--- src/hdl/sspr_pkg.sv ---
// shared types and constants for the servo speed ramp framer
`default_nettype none
package sspr_pkg;

   typedef enum logic [1:0] {
      OP_SET_TARGET = 2'd0,
      OP_SET_IMMEDIATE = 2'd1,
      OP_STOP = 2'd2,
      OP_RAMP_TICK = 2'd3
   } op_type;

   typedef enum logic [1:0] {
      CSR_BUS_ADDR = 2'd0,
      CSR_RAMP_STEP = 2'd1,
      CSR_KEEPALIVE_MS = 2'd2,
      CSR_SPEED_MAX = 2'd3
   } csr_addr_type;

   localparam logic [7:0] SYNC_BYTE = 8'h55;
   localparam logic [7:0] FRAME_LEN = 8'd7;
   localparam logic [7:0] FRAME_CMD = 8'd29;
   localparam logic [7:0] FRAME_MODE = 8'd1;
   localparam logic [7:0] FRAME_PAD = 8'd0;

   localparam logic [7:0] RESET_BUS_ADDR = 8'd1;
   localparam logic [9:0] RESET_RAMP_STEP = 10'd40;
   localparam logic [15:0] RESET_KEEPALIVE_MS = 16'd80;
   localparam logic [14:0] RESET_SPEED_MAX = 15'd1000;

   localparam int FRAME_BYTES = 10;
   localparam int IDX_W = 4;
   localparam logic [IDX_W-1:0] LAST_IDX = IDX_W'(FRAME_BYTES - 1);

   typedef struct packed {
      logic has_frame;
      logic signed [15:0] speed;
      logic [7:0] bus_addr;
      logic [7:0] csum;
   } job_type;

   // byte of the motor mode frame at position idx
   function automatic logic [7:0] frame_byte_at(job_type job, logic [IDX_W-1:0] idx);
      logic [7:0] b;
      case (idx)
         4'd0: b = SYNC_BYTE;
         4'd1: b = SYNC_BYTE;
         4'd2: b = job.bus_addr;
         4'd3: b = FRAME_LEN;
         4'd4: b = FRAME_CMD;
         4'd5: b = FRAME_MODE;
         4'd6: b = FRAME_PAD;
         4'd7: b = job.speed[7:0];
         4'd8: b = job.speed[15:8];
         default: b = job.csum;
      endcase
      return b;
   endfunction

endpackage
`default_nettype wire

--- src/hdl/sspr_front.sv ---
// command front end: config registers, speed state, ramp and keepalive decision
`default_nettype none
module sspr_front (
   input wire logic clock,
   input wire logic reset,
   input wire logic csr_wr_en,
   input wire logic [1:0] csr_addr,
   input wire logic [15:0] csr_wdata,
   input wire logic cmd_take,
   input wire logic [1:0] cmd_opcode,
   input wire logic signed [15:0] cmd_speed,
   input wire logic [31:0] cmd_now_ms,
   output sspr_pkg::job_type job
);
   import sspr_pkg::*;

   logic [7:0] bus_addr_ff;
   logic [9:0] ramp_step_ff;
   logic [15:0] keepalive_ms_ff;
   logic [14:0] speed_max_ff;

   logic signed [15:0] target_ff, target_in;
   logic signed [15:0] out_ff, out_in;
   logic valid_ff, valid_in;
   logic [31:0] last_send_ff, last_send_in;

   logic signed [16:0] lim_pos, lim_neg, cmd_wide;
   logic signed [15:0] cmd;
   logic signed [17:0] out_x, tgt_x, step_up, step_dn;
   logic [31:0] elapsed;
   logic send;
   logic [7:0] sum8;

   always_comb begin
      lim_pos = {2'b00, speed_max_ff};
      lim_neg = -lim_pos;
      cmd_wide = {cmd_speed[15], cmd_speed};
      if (cmd_wide > lim_pos) begin
         cmd = lim_pos[15:0];
      end else if (cmd_wide < lim_neg) begin
         cmd = lim_neg[15:0];
      end else begin
         cmd = cmd_speed;
      end
   end

   assign out_x = {{2{out_ff[15]}}, out_ff};
   assign tgt_x = {{2{target_ff[15]}}, target_ff};
   assign step_up = out_x + $signed({8'b0, ramp_step_ff});
   assign step_dn = out_x - $signed({8'b0, ramp_step_ff});
   assign elapsed = cmd_now_ms - last_send_ff;

   always_comb begin
      target_in = target_ff;
      out_in = out_ff;
      valid_in = valid_ff;
      send = 1'b0;
      case (op_type'(cmd_opcode))
         OP_SET_TARGET: begin
            target_in = cmd;
         end
         OP_SET_IMMEDIATE: begin
            target_in = cmd;
            // nonzero speeds of opposite sign only retarget
            if (!(out_ff != '0 && cmd != '0 && out_ff[15] != cmd[15])) begin
               out_in = cmd;
               valid_in = 1'b1;
               send = 1'b1;
            end
         end
         OP_STOP: begin
            target_in = '0;
            out_in = '0;
            valid_in = 1'b1;
            send = 1'b1;
         end
         default: begin
            if (out_ff < target_ff) begin
               out_in = (step_up > tgt_x) ? target_ff : step_up[15:0];
               valid_in = 1'b1;
               send = 1'b1;
            end else if (out_ff > target_ff) begin
               out_in = (step_dn < tgt_x) ? target_ff : step_dn[15:0];
               valid_in = 1'b1;
               send = 1'b1;
            end else if (!valid_ff) begin
               valid_in = 1'b1;
               send = 1'b1;
            end else begin
               send = (out_ff != '0) && (elapsed >= {16'b0, keepalive_ms_ff});
            end
         end
      endcase
      last_send_in = send ? cmd_now_ms : last_send_ff;
   end

   assign sum8 = bus_addr_ff + FRAME_LEN + FRAME_CMD + FRAME_MODE + FRAME_PAD
               + out_in[7:0] + out_in[15:8];

   always_comb begin
      job.has_frame = send;
      job.speed = out_in;
      job.bus_addr = bus_addr_ff;
      job.csum = ~sum8;
   end

   always_ff @(posedge clock) begin
      if (reset) begin
         bus_addr_ff <= RESET_BUS_ADDR;
         ramp_step_ff <= RESET_RAMP_STEP;
         keepalive_ms_ff <= RESET_KEEPALIVE_MS;
         speed_max_ff <= RESET_SPEED_MAX;
      end else if (csr_wr_en) begin
         case (csr_addr_type'(csr_addr))
            CSR_BUS_ADDR: bus_addr_ff <= csr_wdata[7:0];
            CSR_RAMP_STEP: ramp_step_ff <= csr_wdata[9:0];
            CSR_KEEPALIVE_MS: keepalive_ms_ff <= csr_wdata;
            CSR_SPEED_MAX: speed_max_ff <= csr_wdata[14:0];
            default: bus_addr_ff <= bus_addr_ff;
         endcase
      end
   end

   always_ff @(posedge clock) begin
      if (reset) begin
         target_ff <= '0;
         out_ff <= '0;
         valid_ff <= 1'b0;
         last_send_ff <= '0;
      end else if (cmd_take) begin
         target_ff <= target_in;
         out_ff <= out_in;
         valid_ff <= valid_in;
         last_send_ff <= last_send_in;
      end
   end

endmodule
`default_nettype wire

--- src/hdl/sspr_fifo.sv ---
// short job queue between the command front end and the frame serializer
`default_nettype none
module sspr_fifo #(
   parameter int DEPTH = 2
) (
   input wire logic clock,
   input wire logic reset,
   input wire logic push,
   input wire sspr_pkg::job_type push_job,
   output logic full,
   input wire logic pop,
   output logic empty,
   output sspr_pkg::job_type head_job
);
   import sspr_pkg::*;

   localparam int PTR_W = (DEPTH > 1) ? $clog2(DEPTH) : 1;
   localparam int CNT_W = $clog2(DEPTH + 1);
   localparam logic [PTR_W-1:0] PTR_LAST = PTR_W'(DEPTH - 1);
   localparam logic [CNT_W-1:0] CNT_FULL = CNT_W'(DEPTH);

   job_type mem_ff [DEPTH];
   logic [PTR_W-1:0] wr_ptr_ff, wr_ptr_in, rd_ptr_ff, rd_ptr_in;
   logic [CNT_W-1:0] count_ff, count_in;
   logic do_push, do_pop;

   assign full = (count_ff == CNT_FULL);
   assign empty = (count_ff == '0);
   assign head_job = mem_ff[rd_ptr_ff];
   assign do_push = push && !full;
   assign do_pop = pop && !empty;

   always_comb begin
      wr_ptr_in = wr_ptr_ff;
      rd_ptr_in = rd_ptr_ff;
      count_in = count_ff;
      if (do_push) begin
         wr_ptr_in = (wr_ptr_ff == PTR_LAST) ? '0 : wr_ptr_ff + 1'b1;
      end
      if (do_pop) begin
         rd_ptr_in = (rd_ptr_ff == PTR_LAST) ? '0 : rd_ptr_ff + 1'b1;
      end
      if (do_push && !do_pop) begin
         count_in = count_ff + 1'b1;
      end else if (do_pop && !do_push) begin
         count_in = count_ff - 1'b1;
      end
   end

   always_ff @(posedge clock) begin
      if (do_push) begin
         mem_ff[wr_ptr_ff] <= push_job;
      end
   end

   always_ff @(posedge clock) begin
      if (reset) begin
         wr_ptr_ff <= '0;
         rd_ptr_ff <= '0;
         count_ff <= '0;
      end else begin
         wr_ptr_ff <= wr_ptr_in;
         rd_ptr_ff <= rd_ptr_in;
         count_ff <= count_in;
      end
   end

endmodule
`default_nettype wire

--- src/hdl/sspr_back.sv ---
// frame serializer: turns queued jobs into result beats, one per cycle while beats are popped
`default_nettype none
module sspr_back (
   input wire logic clock,
   input wire logic reset,
   input wire logic job_empty,
   input wire sspr_pkg::job_type job,
   output logic job_pop,
   input wire logic rsp_pop,
   output logic rsp_empty,
   output logic rsp_has_frame,
   output logic [7:0] rsp_frame_byte,
   output logic rsp_last,
   output logic signed [15:0] rsp_out_speed
);
   import sspr_pkg::*;

   logic [IDX_W-1:0] idx_ff, idx_in;
   logic valid_ff, valid_in;
   logic has_ff, has_in;
   logic [7:0] byte_ff, byte_in;
   logic last_ff, last_in;
   logic signed [15:0] speed_ff, speed_in;
   logic advance;

   // output stage moves when it is empty or its beat is taken
   assign advance = !valid_ff || rsp_pop;

   always_comb begin
      idx_in = idx_ff;
      valid_in = valid_ff;
      has_in = has_ff;
      byte_in = byte_ff;
      last_in = last_ff;
      speed_in = speed_ff;
      job_pop = 1'b0;
      if (advance) begin
         valid_in = !job_empty;
         if (!job_empty) begin
            has_in = job.has_frame;
            byte_in = job.has_frame ? frame_byte_at(job, idx_ff) : 8'd0;
            last_in = !job.has_frame || (idx_ff == LAST_IDX);
            speed_in = job.speed;
            job_pop = last_in;
            idx_in = last_in ? '0 : idx_ff + 1'b1;
         end
      end
   end

   always_ff @(posedge clock) begin
      if (reset) begin
         idx_ff <= '0;
         valid_ff <= 1'b0;
      end else begin
         idx_ff <= idx_in;
         valid_ff <= valid_in;
      end
   end

   always_ff @(posedge clock) begin
      has_ff <= has_in;
      byte_ff <= byte_in;
      last_ff <= last_in;
      speed_ff <= speed_in;
   end

   assign rsp_empty = !valid_ff;
   assign rsp_has_frame = has_ff;
   assign rsp_frame_byte = byte_ff;
   assign rsp_last = last_ff;
   assign rsp_out_speed = speed_ff;

endmodule
`default_nettype wire

--- src/hdl/servo_speed_ramp_framer_top.sv ---
// Servo speed ramp framer. Commands (set target, set immediate, stop, ramp
// tick) are pushed in and decided combinationally by the front end, which
// keeps the target and output speeds and the keepalive timer. Each command
// leaves one job in a short queue; the serializer turns a job into ten frame
// beats (0x55 0x55 id 7 29 1 0 speed lo, speed hi, checksum) or a single beat
// with has_frame low, one beat per cycle while beats are popped, last set on
// the final beat. The serializer's beat rate sets the sustained throughput,
// and the front end keeps taking commands until the job queue fills.
// Configuration may be written only while no command is in flight.
`default_nettype none
module servo_speed_ramp_framer_top #(
   parameter int JOB_DEPTH = 2
) (
   input wire logic clock,
   input wire logic reset,
   input wire logic csr_wr_en,
   input wire logic [1:0] csr_addr,
   input wire logic [15:0] csr_wdata,
   input wire logic push,
   output logic full,
   input wire logic [1:0] req_opcode,
   input wire logic signed [15:0] req_speed,
   input wire logic [31:0] req_now_ms,
   output logic empty,
   input wire logic pop,
   output logic rsp_has_frame,
   output logic [7:0] rsp_frame_byte,
   output logic rsp_last,
   output logic signed [15:0] rsp_out_speed
);
   import sspr_pkg::*;

   job_type new_job, head_job;
   logic take, q_empty, q_pop;

   assign take = push && !full;

   sspr_front u_front (
      .clock(clock),
      .reset(reset),
      .csr_wr_en(csr_wr_en),
      .csr_addr(csr_addr),
      .csr_wdata(csr_wdata),
      .cmd_take(take),
      .cmd_opcode(req_opcode),
      .cmd_speed(req_speed),
      .cmd_now_ms(req_now_ms),
      .job(new_job)
   );

   sspr_fifo #(.DEPTH(JOB_DEPTH)) u_fifo (
      .clock(clock),
      .reset(reset),
      .push(take),
      .push_job(new_job),
      .full(full),
      .pop(q_pop),
      .empty(q_empty),
      .head_job(head_job)
   );

   sspr_back u_back (
      .clock(clock),
      .reset(reset),
      .job_empty(q_empty),
      .job(head_job),
      .job_pop(q_pop),
      .rsp_pop(pop),
      .rsp_empty(empty),
      .rsp_has_frame(rsp_has_frame),
      .rsp_frame_byte(rsp_frame_byte),
      .rsp_last(rsp_last),
      .rsp_out_speed(rsp_out_speed)
   );

endmodule
`default_nettype wire
--- config.mk ---
export PLATFORM = sky130hd
export DESIGN_NAME = servo_speed_ramp_framer_top
export DESIGN_NICKNAME = d
export VERILOG_FILES = /design/src/hdl/sspr_pkg.sv /design/src/hdl/sspr_front.sv /design/src/hdl/sspr_fifo.sv /design/src/hdl/sspr_back.sv /design/src/hdl/servo_speed_ramp_framer_top.sv
export SDC_FILE = /design/constraint.sdc
export NUM_CORES = 1
export LEC_CHECK = 0
export BUFFER_PORTS_ARGS = -buffer_cell sky130_fd_sc_hd__buf_2
export CAP_MARGIN = 30
export CORE_MARGIN = 4
export CORE_UTILIZATION = 53
export DETAILED_ROUTE_END_ITERATION = 10
export PLACE_DENSITY = 0.85
export SYNTH_ARGS = -nofsm -noshare
export SYNTH_HDL_FRONTEND = slang
export SYNTH_HIERARCHICAL = 1
export SYNTH_SLANG_ARGS = --single-unit
--- constraint.sdc ---
create_clock -name clock -period 7.3 [get_ports clock]
set_clock_uncertainty 0.1 [all_clocks]
set_input_delay 0 -clock clock [delete_from_list [all_inputs] [get_ports clock]]
set_output_delay 0 -clock clock [all_outputs]
set_load 0.01 [all_outputs]
Yosys cells after proc, flatten, opt, wreduce, memory -nomap -nowiden
Memory sizes are Yosys's and may differ from the RTL's. A register that Yosys moved wholly into a read port is not among the register bits.
Cells that the tools add are included.
Word-level totals
  flip-flop bits (word level): 149
  RAM bits: 66
  memories: 1
Operators by class
  add/sub/neg operators: 14
  magnitude comparators: 7
  equality and inequality tests: 17
  mux-type cells: 28
  bitwise operators: 3
  reduce and logical (&&, ||, !) cells: 34
Memories
  u_fifo.mem_ff: words 2, width 33, read ports 1, clocked after memory_dff 1, wr ports 1, line sspr_fifo.sv:22  | job_type mem_ff [DEPTH];
Operators by type and width (count)
  $mux 16: 7
  $pmux 8 s8: 1
  $pmux 16 s3: 1
  $ge 32x16->1: 1
  $gt 16x16->1: 2
  $pmux 16 s2: 1
  $reduce_bool 16->1: 2
  $sub 32x32->32: 1
  $add 16x11->17: 1
  $gt 17x16->1: 1
  $lt 16x17->1: 1
  $lt 17x16->1: 1
  $neg 15->17: 1
  $sub 16x11->17: 1
  $add 8x8->8: 2
  $eq 4x3->1 const B: 4
  $lt 16x16->1: 1
  $reduce_and 2->1: 7
  $mux 1: 13
  $add 8x1->8 const B: 1
  $add 8x3->8 const B: 1
  $add 8x5->8 const B: 1
  $eq 2x2->1 const B: 4
  $eq 4x2->1 const B: 2
  other kinds (23): 45

Longest topological paths before layout
  depth after elaboration: 12
  depth in mapped cells: 33
  mapped depth without buffers: 32

By module
Netlist, hierarchy kept.
By module, submodules not included
  sspr_front: instances 1, cells an instance 1603, area an instance 12142.9 um2, sequential area each 2282.2 um2
  sspr_fifo: instances 1, cells an instance 128, area an instance 2591.2 um2, sequential area each 2082.0 um2
  sspr_back: instances 1, cells an instance 126, area an instance 1514.0 um2, sequential area each 880.8 um2
  servo_speed_ramp_framer_top: instances 1, cells an instance 1, area an instance 13.8 um2, sequential area each 0.0 um2

Worst setup path after synthesis
No wires, ideal clock.
  path type: reg2reg
  start: register u_front.speed_max_ff[1]
  end: memory u_fifo/mem_ff[0][7] (netlist name), data pin
  data arrival time: 7.016 ns
  data required time: 6.929 ns
  setup slack: -0.088 ns
  cell stages (with the launch flop): 32
  path buffers: 3
  cells stage by stage: dfxtp_1 -> inv_1 -> ha_1 -> nor2b_1 -> nand4_1 -> or3_4 -> xnor2_1 -> ha_1 -> a21o_1 -> a2111oi_2 -> o22a_2 -> o21a_1 -> buf_2 -> buf_4 -> mux2i_1 -> a22oi_1 -> or4_4 -> o21ai_4 -> buf_6 -> mux2i_1 -> a21boi_0 -> fa_1 -> fa_1 -> inv_1 -> fa_1 -> inv_1 -> a21oi_1 -> o21bai_1 -> a21o_1 -> a21oi_1 -> xnor2_1 -> xnor3_1
RTL lines
  start: declaration: line sspr_front.sv:20  | logic [14:0] speed_max_ff;
  start signal: assignment: line sspr_front.sv:118  | CSR_SPEED_MAX: speed_max_ff <= csr_wdata[14:0];
  end: declaration: line sspr_fifo.sv:22

==> impl_metrics.ini <==
[final_layout]
final_cells = 2467
final_common_cell = nand2_1
layout-drive-gt1-share_pct = 16.9
num_antenna_cells = 0
nNetsFinal = 2309
area_growth_pct = 18.2
final_cell_mix = nand2_1, ha_1, inv_1

[sta]
relSlewSlack_pct = 32.8
hold_ws_ns = 0.0539
tightest_slew_ns = 1.00
fin_crit_ns = 7.12
finalWorstSetupSlack_ns = 0.181
drv_slew = 0
period_share_pct = 97.5
hold_violations = 0
finalSetupViolCount = 0
clock.fmax_mhz = 140

[global_route]
grt_overflow = 0
grt_usage_pct = 30.4
grt_max_degree = 80
grt_pass1_wl_mm = 81.8
antenna_found_initial = 0
grt_pass1_vias = 14800

[drt]
drtIter0Drc = 1651
route.vias.total = 15500
drcViolationCount = 0
viasPerCell = 6.28
routed_wl_mm = 53.3
ant_nets = 0
wl_per_cell_um = 21.6
dr.pass1.iters = 6

[yosys]
syn_area_um2 = 16300
ys_seq_area_share_pct = 32.3
ys_seq_elements = 216
synthArstFlopShare_pct = 0
synth.avg_cell_area_um2 = 8.75
syn-num-nets = 2108
synthFlopType = dfxtp_1
yosys_warnings = 6
netlist-cell-type-count = 99
syn_inst = 1858
synth_edf_count = 92

[worst_setup_path]
crit_fanout = 16
reg2reg_from = u_front/out_ff[0]
r2r_slack_ns = 0.18
crit_arrival_ns = 7.28
timing.critical_path.mode_cell = ha_1
cp_slowest_cell = fa_1
r2r_end = u_fifo/mem_ff[1][7]
required_ns = 7.46
critPathLaunchType = flop
critPathCaptureType = flop
timing.critical_path.slowest_cell_delay_ns = 0.51
r2r_cells = 30
path_class = flop to flop

[pwr]
p_seq_share_pct = 27.3
p_clk_share_pct = 19.7
ir_worst_vdd_v = 0.000235
swShare_pct = 41.6
total_power_w = 0.00649
p_sw_w = 0.00270
powerDensity_nw_per_um2 = 338
p_leak_nw = 7.85
p_int_w = 0.00379
pwr-share-comb_pct = 52.9

[hold_path]
hold_end = u_front/target_ff[0]
hp-class = primary input to flop
hold_depth = 6
hp-start = req_speed[0]

[clock_tree]
cts.sinks = 216
cts_buffers = 24
clkTransAtPathRegs_ns = 0.07
clk_path_buf_depth = 3
cts_tree = done
cts_max_level = 1
ctsRootBufferMaster = clkbuf_16
clk_latency_ns = 0.54

[place]
dp_cells = 2351
dp_hpwl_mm = 40.3
gp_congestion = 1.02
io_buffer_count = 100
place_ws_ns = 0.0640

[floorplanning]
ios = 101
die_w_um = 183
dieArea_um2 = 33500
core_area_um2 = 30000
start_util_pct = 54.3
die_h_um = 183
num_rows = 63

[flow_run]
drv_cap = 0

[run_status]
status = complete, no violations
==> worst max path at each step <==
stage                            start                   to  slack, ns  depth (start not counted)
2_1_floorplan  u_front/speed_max_ff[1]  u_fifo/mem_ff[0][7]      0.008                         31
3_3_place_gp   u_front/speed_max_ff[6]  u_fifo/mem_ff[0][7]       0.20                         28
3_5_place_dp   u_front/speed_max_ff[6]  u_fifo/mem_ff[0][7]       0.06                         27
4_1_cts        u_front/speed_max_ff[0]  u_fifo/mem_ff[1][7]       0.01                         29
5_1_grt              u_front/out_ff[0]  u_fifo/mem_ff[1][7]      -0.08                         30
6_report             u_front/out_ff[0]  u_fifo/mem_ff[1][7]       0.18                         30
==> worst max-delay path: cells and delay by family, from the launching register on <==
kind            cells  cell delay, ns
simple gates        3            0.33
xor+xnor            3            0.58
compound gates     14            3.02
buf+inv             4            0.48
fa+ha+maj           6            2.00
flops               1            0.33
==> synthesized netlist by cell type, types with 19 or more instances <==
master / number / area share (%)
nor3_1: 33 / 1.0
a22oi_1: 21 / 0.97
xnor2_1: 50 / 2.7
o21a_1: 24 / 1.1
ha_1: 167 / 13
nand3_1: 35 / 1.1
nor2b_1: 24 / 0.92
o21ai_0: 82 / 2.5
nor2_1: 111 / 2.6
inv_1: 152 / 3.5
nand4_1: 19 / 0.73
a21oi_1: 129 / 4.0
clkbuf_1: 56 / 1.3
mux2_2: 40 / 2.8
nand2_1: 252 / 5.8
mux2i_1: 66 / 4.1
a21o_1: 25 / 1.2
o211ai_1: 37 / 1.7
a211oi_1: 20 / 0.92
edfxtp_1: 92 / 17
dfxtp_1: 124 / 15
==> sequential cells by signal, summed over array words and instances, names as in the netlist, named ones only <==
| register | count |
|---|---|
| u_back/idx_ff | 4 |
| u_back/rsp_frame_byte | 8 |
| u_back/rsp_has_frame | 1 |
| u_back/rsp_last | 1 |
| u_back/rsp_out_speed | 16 |
| u_back/valid_ff | 1 |
| u_fifo/count_ff | 2 |
| u_fifo/mem_ff | 66 |
| u_fifo/rd_ptr_ff | 1 |
| u_fifo/wr_ptr_ff | 1 |
| u_front/bus_addr_ff | 8 |
| u_front/keepalive_ms_ff | 16 |
| u_front/last_send_ff | 32 |
| u_front/out_ff | 16 |
| u_front/ramp_step_ff | 10 |
| u_front/speed_max_ff | 15 |
| u_front/target_ff | 16 |
| u_front/valid_ff | 1 |
==> power by group through the flow <==
stage / Combinational [W] / Clock, W / Sequential [W]
2_1_floorplan: 0.00215 / 0 / 0.00181
3_3_place_gp: 0.00310 / 0 / 0.00178
3_5_place_dp: 0.00320 / 0 / 0.00180
4_1_cts: 0.00326 / 0.00129 / 0.00178
5_1_grt: 0.00369 / 0.00135 / 0.00179
6_report: 0.00344 / 0.00128 / 0.00178
==> cell families (layout without fill, tap and decap cells) <==
group / Yosys count / after routing / synth area share (%)
xor gates and xnor gates: 64 / 64 / 3.53
and+or+nand+nor: 555 / 555 / 16.1
AOI/OAI and AO/OA: 502 / 502 / 20.9
buffers and inverters: 238 / 457 / 6.28
muxes: 106 / 106 / 6.83
DFF: 216 / 216 / 32.3
adders and majority gates: 177 / 177 / 14.1
==> what timing repair did <==
action | CTS | global route
hold endpoints to repair | 90 | 0
hold buffers | 67 | 0
gates resized for setup | 0 | 40
setup buffers | 0 | 4
setup endpoints to repair | 0 | 6
==> stage by stage <==
stage	setup TNS, ns	utilization (%)	instance area, µm²
after detailed placement	0	58.5	17500
after global routing	-0.166	64.2	19200
after global placement	0	58.3	17500
after floorplan	0	-	16300
after CTS	0	63.5	19000
final	0	64.2	19200
==> metal layers <==
layer	track usage (%)	up-vias	wire, µm
met5	0	-	0
met4	14.2	0	2950
met3	4.84	189	4400
met2	49.8	814	24600
met1	39.4	7341	21300
li1	-	7142	-
==> area by class of cell <==
class	count	area, µm²
multi-input combinational	1404	10100
inverter	155	582
sequential	216	5250
timing repair buffer	258	1930
tap	390	488
clock inverter	12	150
fill	2475	10700
clock buffer	32	682
No activity file was read; power rests on OpenSTA's default activity.
